--- src/sv/fcf_pkg.sv ---
package fcf_pkg;

    localparam int KERNEL_LEN = 16;
    localparam int SAMPLE_W   = 16;
    localparam int TAP_IDX_W  = 4;
    localparam int ACTION_W   = 2;

    // Position in the frame counts up to KERNEL_LEN and holds there.
    localparam int POS_W  = $clog2(KERNEL_LEN + 1);
    localparam int CNT_W  = $clog2(KERNEL_LEN);
    // Crossfaded tap numerator: |n*cur + (K-n)*prev| <= K * 2^15.
    localparam int NUM_W  = SAMPLE_W + $clog2(KERNEL_LEN);
    localparam int PROD_W = NUM_W + SAMPLE_W;
    localparam int ACC_W  = PROD_W + $clog2(KERNEL_LEN);
    localparam int P_W    = ACC_W + SAMPLE_W;
    localparam int LO_W   = ACC_W / 2;
    // Scale of K * 2^26 taken as a shift; KERNEL_LEN must be a power of two.
    localparam int DIV_SH = $clog2(KERNEL_LEN) + 26;
    localparam int Q_W    = P_W - DIV_SH;

    localparam logic [ACTION_W-1:0] ACT_TAP    = 2'd0;
    localparam logic [ACTION_W-1:0] ACT_GAIN   = 2'd1;
    localparam logic [ACTION_W-1:0] ACT_SAMPLE = 2'd2;

    localparam logic signed [SAMPLE_W-1:0] UNITY_TAP  = 16'sd16384;
    localparam logic signed [SAMPLE_W-1:0] UNITY_GAIN = 16'sd4096;

    localparam logic signed [P_W-1:0] ROUND_HALF =
        {{(P_W - DIV_SH){1'b0}}, 1'b1, {(DIV_SH - 1){1'b0}}};
    localparam logic signed [Q_W-1:0] Q_MAX =
        {{(Q_W - SAMPLE_W + 1){1'b0}}, {(SAMPLE_W - 1){1'b1}}};
    localparam logic signed [Q_W-1:0] Q_MIN =
        {{(Q_W - SAMPLE_W + 1){1'b1}}, {(SAMPLE_W - 1){1'b0}}};

    // Contents of one cell, handed to the neighbor while rotating.
    typedef struct packed {
        logic signed [SAMPLE_W-1:0] cur;
        logic signed [SAMPLE_W-1:0] prev;
        logic signed [SAMPLE_W-1:0] x;
    } t_tap;

    typedef struct packed {
        logic shift;
        logic rotate;
        logic load;
        logic commit;
    } t_cell_ctl;

    typedef struct packed {
        logic clear;
        logic feed;
        logic lo;
        logic hi;
    } t_mac_ctl;

endpackage

--- src/sv/fcf_cell.sv ---
module fcf_cell
    import fcf_pkg::*;
(
    input  logic                       i_clk,
    input  logic                       i_rst_n,
    input  t_cell_ctl                  i_ctl,
    input  logic                       i_sel,
    input  logic                       i_first,
    input  logic signed [SAMPLE_W-1:0] i_value,
    input  logic signed [SAMPLE_W-1:0] i_xin,
    input  t_tap                       i_left,
    output t_tap                       o_tap
);

    logic signed [SAMPLE_W-1:0] r_cur;
    logic signed [SAMPLE_W-1:0] r_prev;
    logic signed [SAMPLE_W-1:0] r_x;

    always_ff @(posedge i_clk) begin
        if (!i_rst_n) begin
            r_cur  <= i_first ? UNITY_TAP : '0;
            r_prev <= i_first ? UNITY_TAP : '0;
            r_x    <= '0;
        end else if (i_ctl.rotate) begin
            r_cur  <= i_left.cur;
            r_prev <= i_left.prev;
            r_x    <= i_left.x;
        end else begin
            if (i_ctl.shift) begin
                r_x <= i_xin;
            end
            if (i_ctl.load && i_sel) begin
                r_cur <= i_value;
            end
            if (i_ctl.commit) begin
                r_prev <= r_cur;
            end
        end
    end

    assign o_tap.cur  = r_cur;
    assign o_tap.prev = r_prev;
    assign o_tap.x    = r_x;

endmodule

--- src/sv/fcf_mac.sv ---
module fcf_mac
    import fcf_pkg::*;
(
    input  logic                       i_clk,
    input  logic                       i_rst_n,
    input  t_mac_ctl                   i_ctl,
    input  t_tap                       i_tap,
    input  logic [POS_W-1:0]           i_pos,
    input  logic signed [SAMPLE_W-1:0] i_gain,
    output logic                       o_busy,
    output logic signed [SAMPLE_W-1:0] o_sample,
    output logic                       o_sat
);

    logic signed [NUM_W-1:0]  w_pos_x;
    logic signed [NUM_W-1:0]  w_rem_x;
    logic signed [NUM_W-1:0]  w_cur_x;
    logic signed [NUM_W-1:0]  w_prev_x;
    logic signed [NUM_W-1:0]  w_num;
    logic [POS_W-1:0]         w_rem;

    logic signed [NUM_W-1:0]    r_num;
    logic signed [SAMPLE_W-1:0] r_x1;
    logic                       r_v1;
    logic signed [PROD_W-1:0]   r_prod;
    logic                       r_v2;
    logic signed [ACC_W-1:0]    r_acc;
    logic signed [P_W-1:0]      r_pp;
    logic signed [P_W-1:0]      r_p;

    logic signed [PROD_W-1:0] w_num_x;
    logic signed [PROD_W-1:0] w_x_x;
    logic signed [P_W-1:0]    w_lo_x;
    logic signed [P_W-1:0]    w_hi_x;
    logic signed [P_W-1:0]    w_gain_x;
    logic signed [P_W-1:0]    w_round;
    logic signed [Q_W-1:0]    w_q;

    // Weight numerator n*cur + (K-n)*prev; at n == K this is K*cur.
    assign w_rem    = POS_W'(KERNEL_LEN) - i_pos;
    assign w_pos_x  = NUM_W'(signed'({1'b0, i_pos}));
    assign w_rem_x  = NUM_W'(signed'({1'b0, w_rem}));
    assign w_cur_x  = NUM_W'(i_tap.cur);
    assign w_prev_x = NUM_W'(i_tap.prev);
    assign w_num    = w_pos_x * w_cur_x + w_rem_x * w_prev_x;

    assign w_num_x  = PROD_W'(r_num);
    assign w_x_x    = PROD_W'(r_x1);

    // The gain product is split into a low and a high half of the sum.
    assign w_lo_x   = P_W'(signed'({1'b0, r_acc[LO_W-1:0]}));
    assign w_hi_x   = P_W'(signed'(r_acc[ACC_W-1:LO_W]));
    assign w_gain_x = P_W'(i_gain);

    always_ff @(posedge i_clk) begin
        if (!i_rst_n) begin
            r_v1 <= 1'b0;
            r_v2 <= 1'b0;
        end else begin
            r_v1 <= i_ctl.feed;
            r_v2 <= r_v1;
        end
    end

    always_ff @(posedge i_clk) begin
        if (i_ctl.feed) begin
            r_num <= w_num;
            r_x1  <= i_tap.x;
        end
        if (r_v1) begin
            r_prod <= w_num_x * w_x_x;
        end
        if (i_ctl.clear) begin
            r_acc <= '0;
        end else if (r_v2) begin
            r_acc <= r_acc + ACC_W'(r_prod);
        end
        if (i_ctl.lo) begin
            r_pp <= w_lo_x * w_gain_x;
        end
        if (i_ctl.hi) begin
            r_p <= ((w_hi_x * w_gain_x) <<< LO_W) + r_pp;
        end
    end

    // Round half up, then floor through the arithmetic shift.
    assign w_round = r_p + ROUND_HALF;
    assign w_q     = signed'(w_round[P_W-1:DIV_SH]);

    always_comb begin
        if (w_q > Q_MAX) begin
            o_sample = Q_MAX[SAMPLE_W-1:0];
            o_sat    = 1'b1;
        end else if (w_q < Q_MIN) begin
            o_sample = Q_MIN[SAMPLE_W-1:0];
            o_sat    = 1'b1;
        end else begin
            o_sample = w_q[SAMPLE_W-1:0];
            o_sat    = 1'b0;
        end
    end

    assign o_busy = r_v1 | r_v2;

endmodule

--- src/sv/crossfaded_fir_filter.sv ---
// Tap and gain loads do not stall the input; a new word is accepted every cycle
// while the block is idle. A sample runs KERNEL_LEN rotations of the cell ring
// through the shared multiply-accumulate, then a pipeline drain, the gain
// multiply in low and high halves, rounding and the output register load, which
// waits while the output is stalled. Synchronous active-low reset loads tap 0 with 1.0,
// the other taps and the history with zero, the gain with 1.0.
module crossfaded_fir_filter
    import fcf_pkg::*;
(
    input  logic                       i_clk,
    input  logic                       i_rst_n,
    input  logic                       i_in_valid,
    output logic                       o_in_stall,
    input  logic [ACTION_W-1:0]        i_action,
    input  logic [TAP_IDX_W-1:0]       i_tap_index,
    input  logic signed [SAMPLE_W-1:0] i_value,
    input  logic                       i_last_in_frame,
    output logic                       o_out_valid,
    input  logic                       i_out_stall,
    output logic signed [SAMPLE_W-1:0] o_sample_out,
    output logic                       o_saturated
);

    localparam logic [2:0] S_IDLE = 3'd0;
    localparam logic [2:0] S_ROT  = 3'd1;
    localparam logic [2:0] S_WAIT = 3'd2;
    localparam logic [2:0] S_HI   = 3'd3;
    localparam logic [2:0] S_OUT  = 3'd4;

    logic [2:0]                 r_state;
    logic [2:0]                 n_state;
    logic [CNT_W-1:0]           r_cnt;
    logic [POS_W-1:0]           r_pos;
    logic signed [SAMPLE_W-1:0] r_gain;
    logic                       r_last;
    logic                       r_out_valid;
    logic signed [SAMPLE_W-1:0] r_sample;
    logic                       r_sat;

    logic                       w_accept;
    logic                       w_out_load;
    logic                       w_mac_busy;
    logic signed [SAMPLE_W-1:0] w_mac_sample;
    logic                       w_mac_sat;
    t_cell_ctl                  w_cell_ctl;
    t_mac_ctl                   w_mac_ctl;
    t_tap                       w_tap [KERNEL_LEN];
    logic signed [SAMPLE_W-1:0] w_xin [KERNEL_LEN];
    logic [KERNEL_LEN-1:0]      w_sel;

    assign o_in_stall = (r_state != S_IDLE);
    assign w_accept   = i_in_valid && !o_in_stall;
    assign w_out_load = (r_state == S_OUT) && (!r_out_valid || !i_out_stall);

    assign w_cell_ctl.shift  = w_accept && (i_action == ACT_SAMPLE);
    assign w_cell_ctl.load   = w_accept && (i_action == ACT_TAP);
    assign w_cell_ctl.rotate = (r_state == S_ROT);
    assign w_cell_ctl.commit = w_out_load && r_last;

    assign w_mac_ctl.clear = w_cell_ctl.shift;
    assign w_mac_ctl.feed  = (r_state == S_ROT);
    assign w_mac_ctl.lo    = (r_state == S_WAIT) && !w_mac_busy;
    assign w_mac_ctl.hi    = (r_state == S_HI);

    // Ring of cells: each hands its taps and sample to the next one while
    // rotating, and the last cell feeds the multiply-accumulate unit.
    for (genvar k = 0; k < KERNEL_LEN; k++) begin : g_cell
        if (k == 0) begin : g_head
            assign w_xin[k] = i_value;
        end else begin : g_body
            assign w_xin[k] = w_tap[k-1].x;
        end

        if (k < (1 << TAP_IDX_W)) begin : g_addr
            assign w_sel[k] = (i_tap_index == TAP_IDX_W'(k));
        end else begin : g_noaddr
            assign w_sel[k] = 1'b0;
        end

        fcf_cell u_cell (
            .i_clk   (i_clk),
            .i_rst_n (i_rst_n),
            .i_ctl   (w_cell_ctl),
            .i_sel   (w_sel[k]),
            .i_first (k == 0),
            .i_value (i_value),
            .i_xin   (w_xin[k]),
            .i_left  (w_tap[(k + KERNEL_LEN - 1) % KERNEL_LEN]),
            .o_tap   (w_tap[k])
        );
    end

    fcf_mac u_mac (
        .i_clk    (i_clk),
        .i_rst_n  (i_rst_n),
        .i_ctl    (w_mac_ctl),
        .i_tap    (w_tap[KERNEL_LEN-1]),
        .i_pos    (r_pos),
        .i_gain   (r_gain),
        .o_busy   (w_mac_busy),
        .o_sample (w_mac_sample),
        .o_sat    (w_mac_sat)
    );

    always_comb begin
        n_state = r_state;
        unique case (r_state)
            S_IDLE: begin
                if (w_cell_ctl.shift) begin
                    n_state = S_ROT;
                end
            end
            S_ROT: begin
                if (r_cnt == CNT_W'(KERNEL_LEN - 1)) begin
                    n_state = S_WAIT;
                end
            end
            S_WAIT: begin
                if (!w_mac_busy) begin
                    n_state = S_HI;
                end
            end
            S_HI: begin
                n_state = S_OUT;
            end
            S_OUT: begin
                if (w_out_load) begin
                    n_state = S_IDLE;
                end
            end
            default: begin
                n_state = S_IDLE;
            end
        endcase
    end

    always_ff @(posedge i_clk) begin
        if (!i_rst_n) begin
            r_state     <= S_IDLE;
            r_cnt       <= '0;
            r_pos       <= '0;
            r_gain      <= UNITY_GAIN;
            r_last      <= 1'b0;
            r_out_valid <= 1'b0;
        end else begin
            r_state <= n_state;
            if (w_cell_ctl.shift) begin
                r_cnt  <= '0;
                r_last <= i_last_in_frame;
            end else if (r_state == S_ROT) begin
                r_cnt <= r_cnt + CNT_W'(1);
            end
            if (w_accept && (i_action == ACT_GAIN)) begin
                r_gain <= i_value;
            end
            if (w_out_load) begin
                if (r_last) begin
                    r_pos <= '0;
                end else if (r_pos < POS_W'(KERNEL_LEN)) begin
                    r_pos <= r_pos + POS_W'(1);
                end
            end
            if (w_out_load) begin
                r_out_valid <= 1'b1;
            end else if (!i_out_stall) begin
                r_out_valid <= 1'b0;
            end
        end
    end

    always_ff @(posedge i_clk) begin
        if (w_out_load) begin
            r_sample <= w_mac_sample;
            r_sat    <= w_mac_sat;
        end
    end

    assign o_out_valid  = r_out_valid;
    assign o_sample_out = r_sample;
    assign o_saturated  = r_sat;

    a_idle_not_busy : assert property (@(posedge i_clk) disable iff (!i_rst_n)
        (r_state == S_IDLE) |-> !w_mac_busy)
        else $error("accumulator pipeline active while idle");

    a_sample_starts : assert property (@(posedge i_clk) disable iff (!i_rst_n)
        w_cell_ctl.shift |=> (r_state == S_ROT) && (r_cnt == '0))
        else $error("sample word did not start a rotation sweep");

    a_out_hold : assert property (@(posedge i_clk) disable iff (!i_rst_n)
        ((r_state == S_OUT) && r_out_valid && i_out_stall)
        |=> (r_state == S_OUT) && r_out_valid)
        else $error("pending result overwritten");

    a_pos_range : assert property (@(posedge i_clk) disable iff (!i_rst_n)
        r_pos <= POS_W'(KERNEL_LEN))
        else $error("frame position beyond kernel length");

endmodule

--- config.mk ---
export PLATFORM = sky130hd
export DESIGN_NAME = crossfaded_fir_filter
export DESIGN_NICKNAME = d
export VERILOG_FILES = /design/src/sv/fcf_pkg.sv /design/src/sv/fcf_cell.sv /design/src/sv/fcf_mac.sv /design/src/sv/crossfaded_fir_filter.sv
export SDC_FILE = /design/constraint.sdc
export NUM_CORES = 2
export LEC_CHECK = 0
export BUFFER_PORTS_ARGS = -buffer_cell sky130_fd_sc_hd__buf_2
export CORE_MARGIN = 1.5
export CORE_UTILIZATION = 25
export CTS_CLUSTER_SIZE = 28
export DETAILED_ROUTE_END_ITERATION = 10
export HOLD_SLACK_MARGIN = 0.06
export PLACE_DENSITY = 0.36
export SETUP_SLACK_MARGIN = 0.15
export SLEW_MARGIN = 10
export SYNTH_ARGS = -nofsm -noshare
export SYNTH_HDL_FRONTEND = slang
export SYNTH_HIERARCHICAL = 1
export SYNTH_SLANG_ARGS = --single-unit
--- constraint.sdc ---
create_clock -name i_clk -period 12.8 [get_ports i_clk]
set_input_delay 0.64 -clock i_clk [delete_from_list [all_inputs] [get_ports i_clk]]
set_output_delay 0.64 -clock i_clk [all_outputs]
set_load 0.01 [all_outputs]
== After elaboration in Yosys (flattened, before gate mapping) ==
Index checks and enable logic that the tools add are counted.
Widths: inputs -> output; s select.

* Add/subtract/negate cells: 7
* Multiply operators: 5
* Magnitude comparators: 3
* Equality and inequality tests: 27
* Multiplexer cells: 107
* Bitwise logic cells: 2
* Reductions and logical operators: 54

{| class="wikitable"
|+ Operators with widths
! cell !! count
|-
| $mux 16 || 97
|-
| $mul 20x16->36 || 2
|-
| $add 56x31->56 const B || 1
|-
| $add 56x56->56 || 1
|-
| $add 40x36->40 || 1
|-
| $mul 6x16->20 || 2
|-
| $reduce_bool 2->1 || 19
|-
| $mul 21x16->37 || 1
|-
| $eq 4x4->1 const B || 9
|-
| $gt 26x16->1 const B || 1
|-
| $lt 26x16->1 const B || 1
|-
| $logic_and 1x1->1 || 23
|-
| $add 20x20->20 || 1
|-
| $eq 4x3->1 const B || 4
|-
| $pmux 3 s5 || 1
|-
| $mux 3 || 4
|-
| $mux 5 || 2
|-
| $eq 4x2->1 const B || 2
|-
| $eq 3x2->1 const B || 2
|-
| $ne 2x2->1 const B || 3
|-
| $add 5x1->5 const B || 1
|-
| $lt 5x5->1 const B || 1
|-
| $sub 5x5->5 const A || 1
|-
| $add 4x1->4 const B || 1
|-
| other kinds (18) || 24
|}

* Register bits after elaboration: 1041
* Input port bits: 27
* Output and inout bits: 19
* Logic and storage cells: 269

== Depth between registers and ports, before layout ==
* Depth after elaboration: 7
* Gate-level depth with buffers: 34
* Depth with buffers taken out: 33

== Cells and area by module ==
The synthesis kept the hierarchy.

{| class="wikitable"
|+ Modules (own cells, without submodules)
! module !! times used !! cells each !! area each (sq um) !! sequential area each (sq um)
|-
| fcf_mac || 1 || 5166 || 47780.8 || 4324.1
|-
| fcf_cell || 16 || 178 || 2399.8 || 1281.2
|-
| crossfaded_fir_filter || 1 || 198 || 2042.0 || 1111.1
|}

== Least setup slack after synthesis ==
No wires, ideal clock.

* Kind: reg-to-reg
* Start point: reg r_gain[1]
* End point: reg u_mac.r_p[49] (data pin)
* Library setup time: 0.259 ns
* Data arrival time: 7.354 ns
* Required time: 12.541 ns
* Slack: 5.187 ns
* Stages on the path, launching flop included: 32
* Buffers on the path: 2
* Period minus slack after synthesis: 7.613 ns
* Path through: dfxtp_1 clkbuf_1 clkbuf_1 nand2_1 fa_1 fa_1 fa_1 inv_1 fa_1 fa_1 inv_1 fa_1 inv_1 ha_1 a21o_1 a21oi_1 nor2_1 a311oi_1 a211oi_2 a21o_1 a21oi_1 xnor2_1 ha_1 o21a_1 a21o_1 o21ai_0 a21oi_1 nor3_1 o21bai_1 a21o_1 a21oi_1 xnor2_1

* Longest elaborated chain between the ends: 2

{| class="wikitable"
|+ RTL lines
! item !! line !! source
|-
| from (decl) || crossfaded_fir_filter.sv:34 || <nowiki>logic signed [SAMPLE_W-1:0] r_gain;</nowiki>
|-
| from (signal assigned) || crossfaded_fir_filter.sv:154 || <nowiki>r_gain <= i_value;</nowiki>
|-
| $mul 20x16->36 || fcf_mac.sv:82 || <nowiki>r_p <= ((w_hi_x * w_gain_x) <<< LO_W) + r_pp;</nowiki>
|-
| $add 56x56->56 || fcf_mac.sv:82 ||
|-
| to (signal assigned) || fcf_mac.sv:82 ||
|-
| to (decl) || fcf_mac.sv:29 || <nowiki>logic signed [P_W-1:0] r_p;</nowiki>
|}

Every way passes these cells.
A chain may end at the register's enable or synchronous reset.

== Worst setup path in the final report ==
* Start point: reg r_gain[11]
* End point: reg u_mac.r_p[49] (data pin)

Same word-level chain as after synthesis.

==> key figures <==
Timing
  • Clock period minus worst slack: 8.77 ns
  • Slew Limit Fails: 0
  • F_max: 0.114 GHz
  • Worst setup margin: 4.03 ns
  • Slew HR: 0.162
  • Hold Fails Final Rpt: 0
  • Fin crit share: 0.685
  • Worst-Margin Slew: 1.25 ns
  • RSZ-0062 raised after global routing: no
  • Post-Route Setup TNS: 0 ns
  • Setup violators final: 0
  • Clk_skew: approximately 0.085 ns

Floorplan
  • I/O pins: 46
  • Die height: ~600 µm
  • Die width: between 500 and 600 µm
  • Core Area: ~350,000 µm²
  • FP Rows: between 200 and 250
  • Die area: around 360,000 µm²
  • Starting Density: 0.252

Logic synthesis
  • Avg Cell Area, Syn: between 10 and 15 µm²
  • Library cells used by synthesis: approximately 110
  • Flops & latches, synth: between 900 and 1,000
  • EDFF count, synth: between 600 and 700
  • Yosys warnings: 6
  • Syn Std Cell Area: around 88,000 µm²
  • Sequential area share after synthesis: 0.294
  • Cells after Synth: 8,212
  • Ys async rst share: 0
  • Ys flop type: edfxtp_1

Route
  • Initial DRC count: 2,750
  • Total iterations of the first detailed-routing run: 5
  • WL/cell: ~19 µm
  • Via count: ~56,000
  • Routed wire length: between 200 and 250 mm
  • Via/cell ratio: ~4.4
  • Residual DRC count: 0
  • Post-route ant nets: 0

Hold path
  • Hold WC Path Type: in -> reg
  • Worst hold stages: 4

Global routing
  • Met3 Track Usage GR: 0.0158
  • Gr usage total: 0.138
  • GR Overflow Total: 0
  • First-pass GRT wire length: ~380 mm
  • GR Util met2: 0.240
  • Grt peak-use layer: met2
  • M1 GR Usage: 0.181
  • Largest net degree at the start of global routing: about 240
  • Initial antenna violation count: 8
  • Vias in the first global route: 61,900

CTS
  • Total CTS buffers: ~140
  • Hold buffers post-CTS: 0
  • Setup bufs post-CTS: 0
  • Clock Latency Late Sink: about 0.84 ns
  • Clk pin slew, worst setup/hold paths: around 0.06 ns
  • H-tree Lvls: 4
  • # resized after CTS: 0
  • CTS tree: built
  • Sink Count: 973
  • Root buffer selected by CTS: clkbuf_16
  • Max clock buf depth: 4

Critical path
  • FF-to-FF path depth: 30
  • WP data arrival: a little over 9 ns
  • CP Launch Type: flop
  • Critical path class: reg -> reg
  • CP dominant cell by count: fa_1
  • Worst path max stage delay: 0.75 ns
  • CP Max Fanout: 27
  • Req. time, crit path: about 13 ns
  • Crit-path slowest cell: dfxtp_1
  • CP Capture Type: flop

Cells and area
  • Layout area overhead: 9.80%
  • Reg area: ~26,000 µm²
  • Area of the multi-input gates: ~56,000 µm²
  • Layout cell share with drive strength beyond 1: 0.0773
  • Filler Cells Inserted: 36,700
  • Final core occ: 0.277
  • NumNets Final: around 9,600

Placement
  • Detailed Place HPWL: around 170 mm
  • Worst slack, placed: 4.15 ns
  • Number of buffers added on ports: 45
  • Final Wtd Congestion: slightly below 0.8

Pwr
  • Static Leakage: roughly 0.042 µW
  • IR drop worst, VDD: between 200 and 250 µV
  • PD cells: 164 nW/µm²

Status
  • Status: completed

Job
  • Max Cap Viol: 0
registers in the layout (all words and copies together) (netlist names), 17 cells and up:
register	count
u_mac/r_num	20
u_mac/r_acc	40
u_mac/r_pp	17
u_mac/r_p	27
g_cell.u_cell/r_cur	256
g_cell.u_cell/r_x	256
g_cell.u_cell/r_prev	256
u_mac/r_prod	36
routing by layer:
layer  share of wire  vias to the layer above
li1                -                    26400
met4           0.021                        6
met3           0.027                      229
met2            0.49                      596
met1            0.47                    28900
met5         0.00013                        -
worst max-delay path: cells and delay by family (launching register included):
kind | cells | cell delay [ns]
DFF | 1 | 0.75
xor gates and xnor gates | 2 | 0.22
adders and majority gates | 8 | 3.67
AOI/OAI and AO/OA | 12 | 2.48
buffers and inverters | 5 | 0.70
and+or+nand+nor | 3 | 0.71
logic make-up (layout without fill, tap and decap cells):
family                     after synthesis  count (layout)  share of synthesized area
muxes                                  813             813                      0.103
xor gates and xnor gates               190             190                     0.0189
DFF                                    973             973                      0.294
AOI/OAI and AO/OA                      754             754                     0.0663
buffers and inverters                 1592            1534                     0.0771
other                                    2              20                  0.0000851
and+or+nand+nor                       2432            2432                      0.149
adders and majority gates             1456            1456                      0.292
power breakdown:
part,internal [µW],switching (µW)
Sequential,4000,397
Clock,2190,1530
Combinational,3210,4530
cell usage after synthesis, types with 36 or more instances:
library cell | instances | area share
mux2_4 | 160 | 0.027
nand3_1 | 44 | 0.0025
nor2b_1 | 513 | 0.036
nand2b_1 | 327 | 0.023
inv_1 | 1162 | 0.049
nor2_1 | 172 | 0.0073
mux2i_1 | 554 | 0.063
xnor2_1 | 130 | 0.013
mux2_2 | 99 | 0.013
ha_1 | 447 | 0.063
xor2_1 | 60 | 0.0060
buf_2 | 50 | 0.0028
o211a_1 | 257 | 0.029
fa_1 | 1009 | 0.23
a21oi_1 | 164 | 0.0093
dfxtp_1 | 328 | 0.074
buf_6 | 36 | 0.0046
and2_1 | 470 | 0.033
a21o_1 | 68 | 0.0058
clkbuf_1 | 269 | 0.011
o21ai_0 | 61 | 0.0035
buf_4 | 52 | 0.0044
nand2_1 | 716 | 0.030
edfxtp_1 | 645 | 0.22
per-stage QoR:
step / hold slack (ns) / cell area [µm²] / cells / total power (µW)
global placement: 0.442 / 92600 / 12500 / 12300
floorplan: 0.418 / 88300 / 8226 / 10000
CTS: 0.160 / 96900 / 12800 / 16200
global route: 0.211 / 96900 / 12800 / 17300
detailed placement: 0.441 / 92600 / 12500 / 12300
finish: 0.238 / 96900 / 12800 / 15900
layout make-up:
type | instances | share of cell area
well taps | 4599 | 0.0594
clock inverters | 58 | 0.00579
flip-flops and latches | 973 | 0.268
clock buffers | 179 | 0.0381
repair buffers | 134 | 0.00984
diodes | 4 | 0.000103
inverters | 1163 | 0.0451
multi-input cells | 5661 | 0.574
cells in the final DEF (no fill, tap or decap), types with 171 or more instances in the layout:
| master | instances |
|---|---|
| and2_1 | 470 |
| dfxtp_1 | 324 |
| edfxtp_1 | 645 |
| fa_1 | 1009 |
| ha_1 | 447 |
| inv_1 | 1161 |
| mux2i_1 | 554 |
| nand2_1 | 716 |
| nand2b_1 | 327 |
| nor2_1 | 171 |
| nor2b_1 | 513 |
| o211a_1 | 257 |
path summary, 6_finish.rpt:
check             endpoint  slack, ns            start
max          u_mac/r_p[49]       4.03       r_gain[11]
min                 r_last       0.24  i_last_in_frame
max reg2reg  u_mac/r_p[49]       4.03       r_gain[11]
min reg2reg      r_gain[5]       0.45        r_gain[5]
No activity file was read; power rests on OpenSTA's default activity.
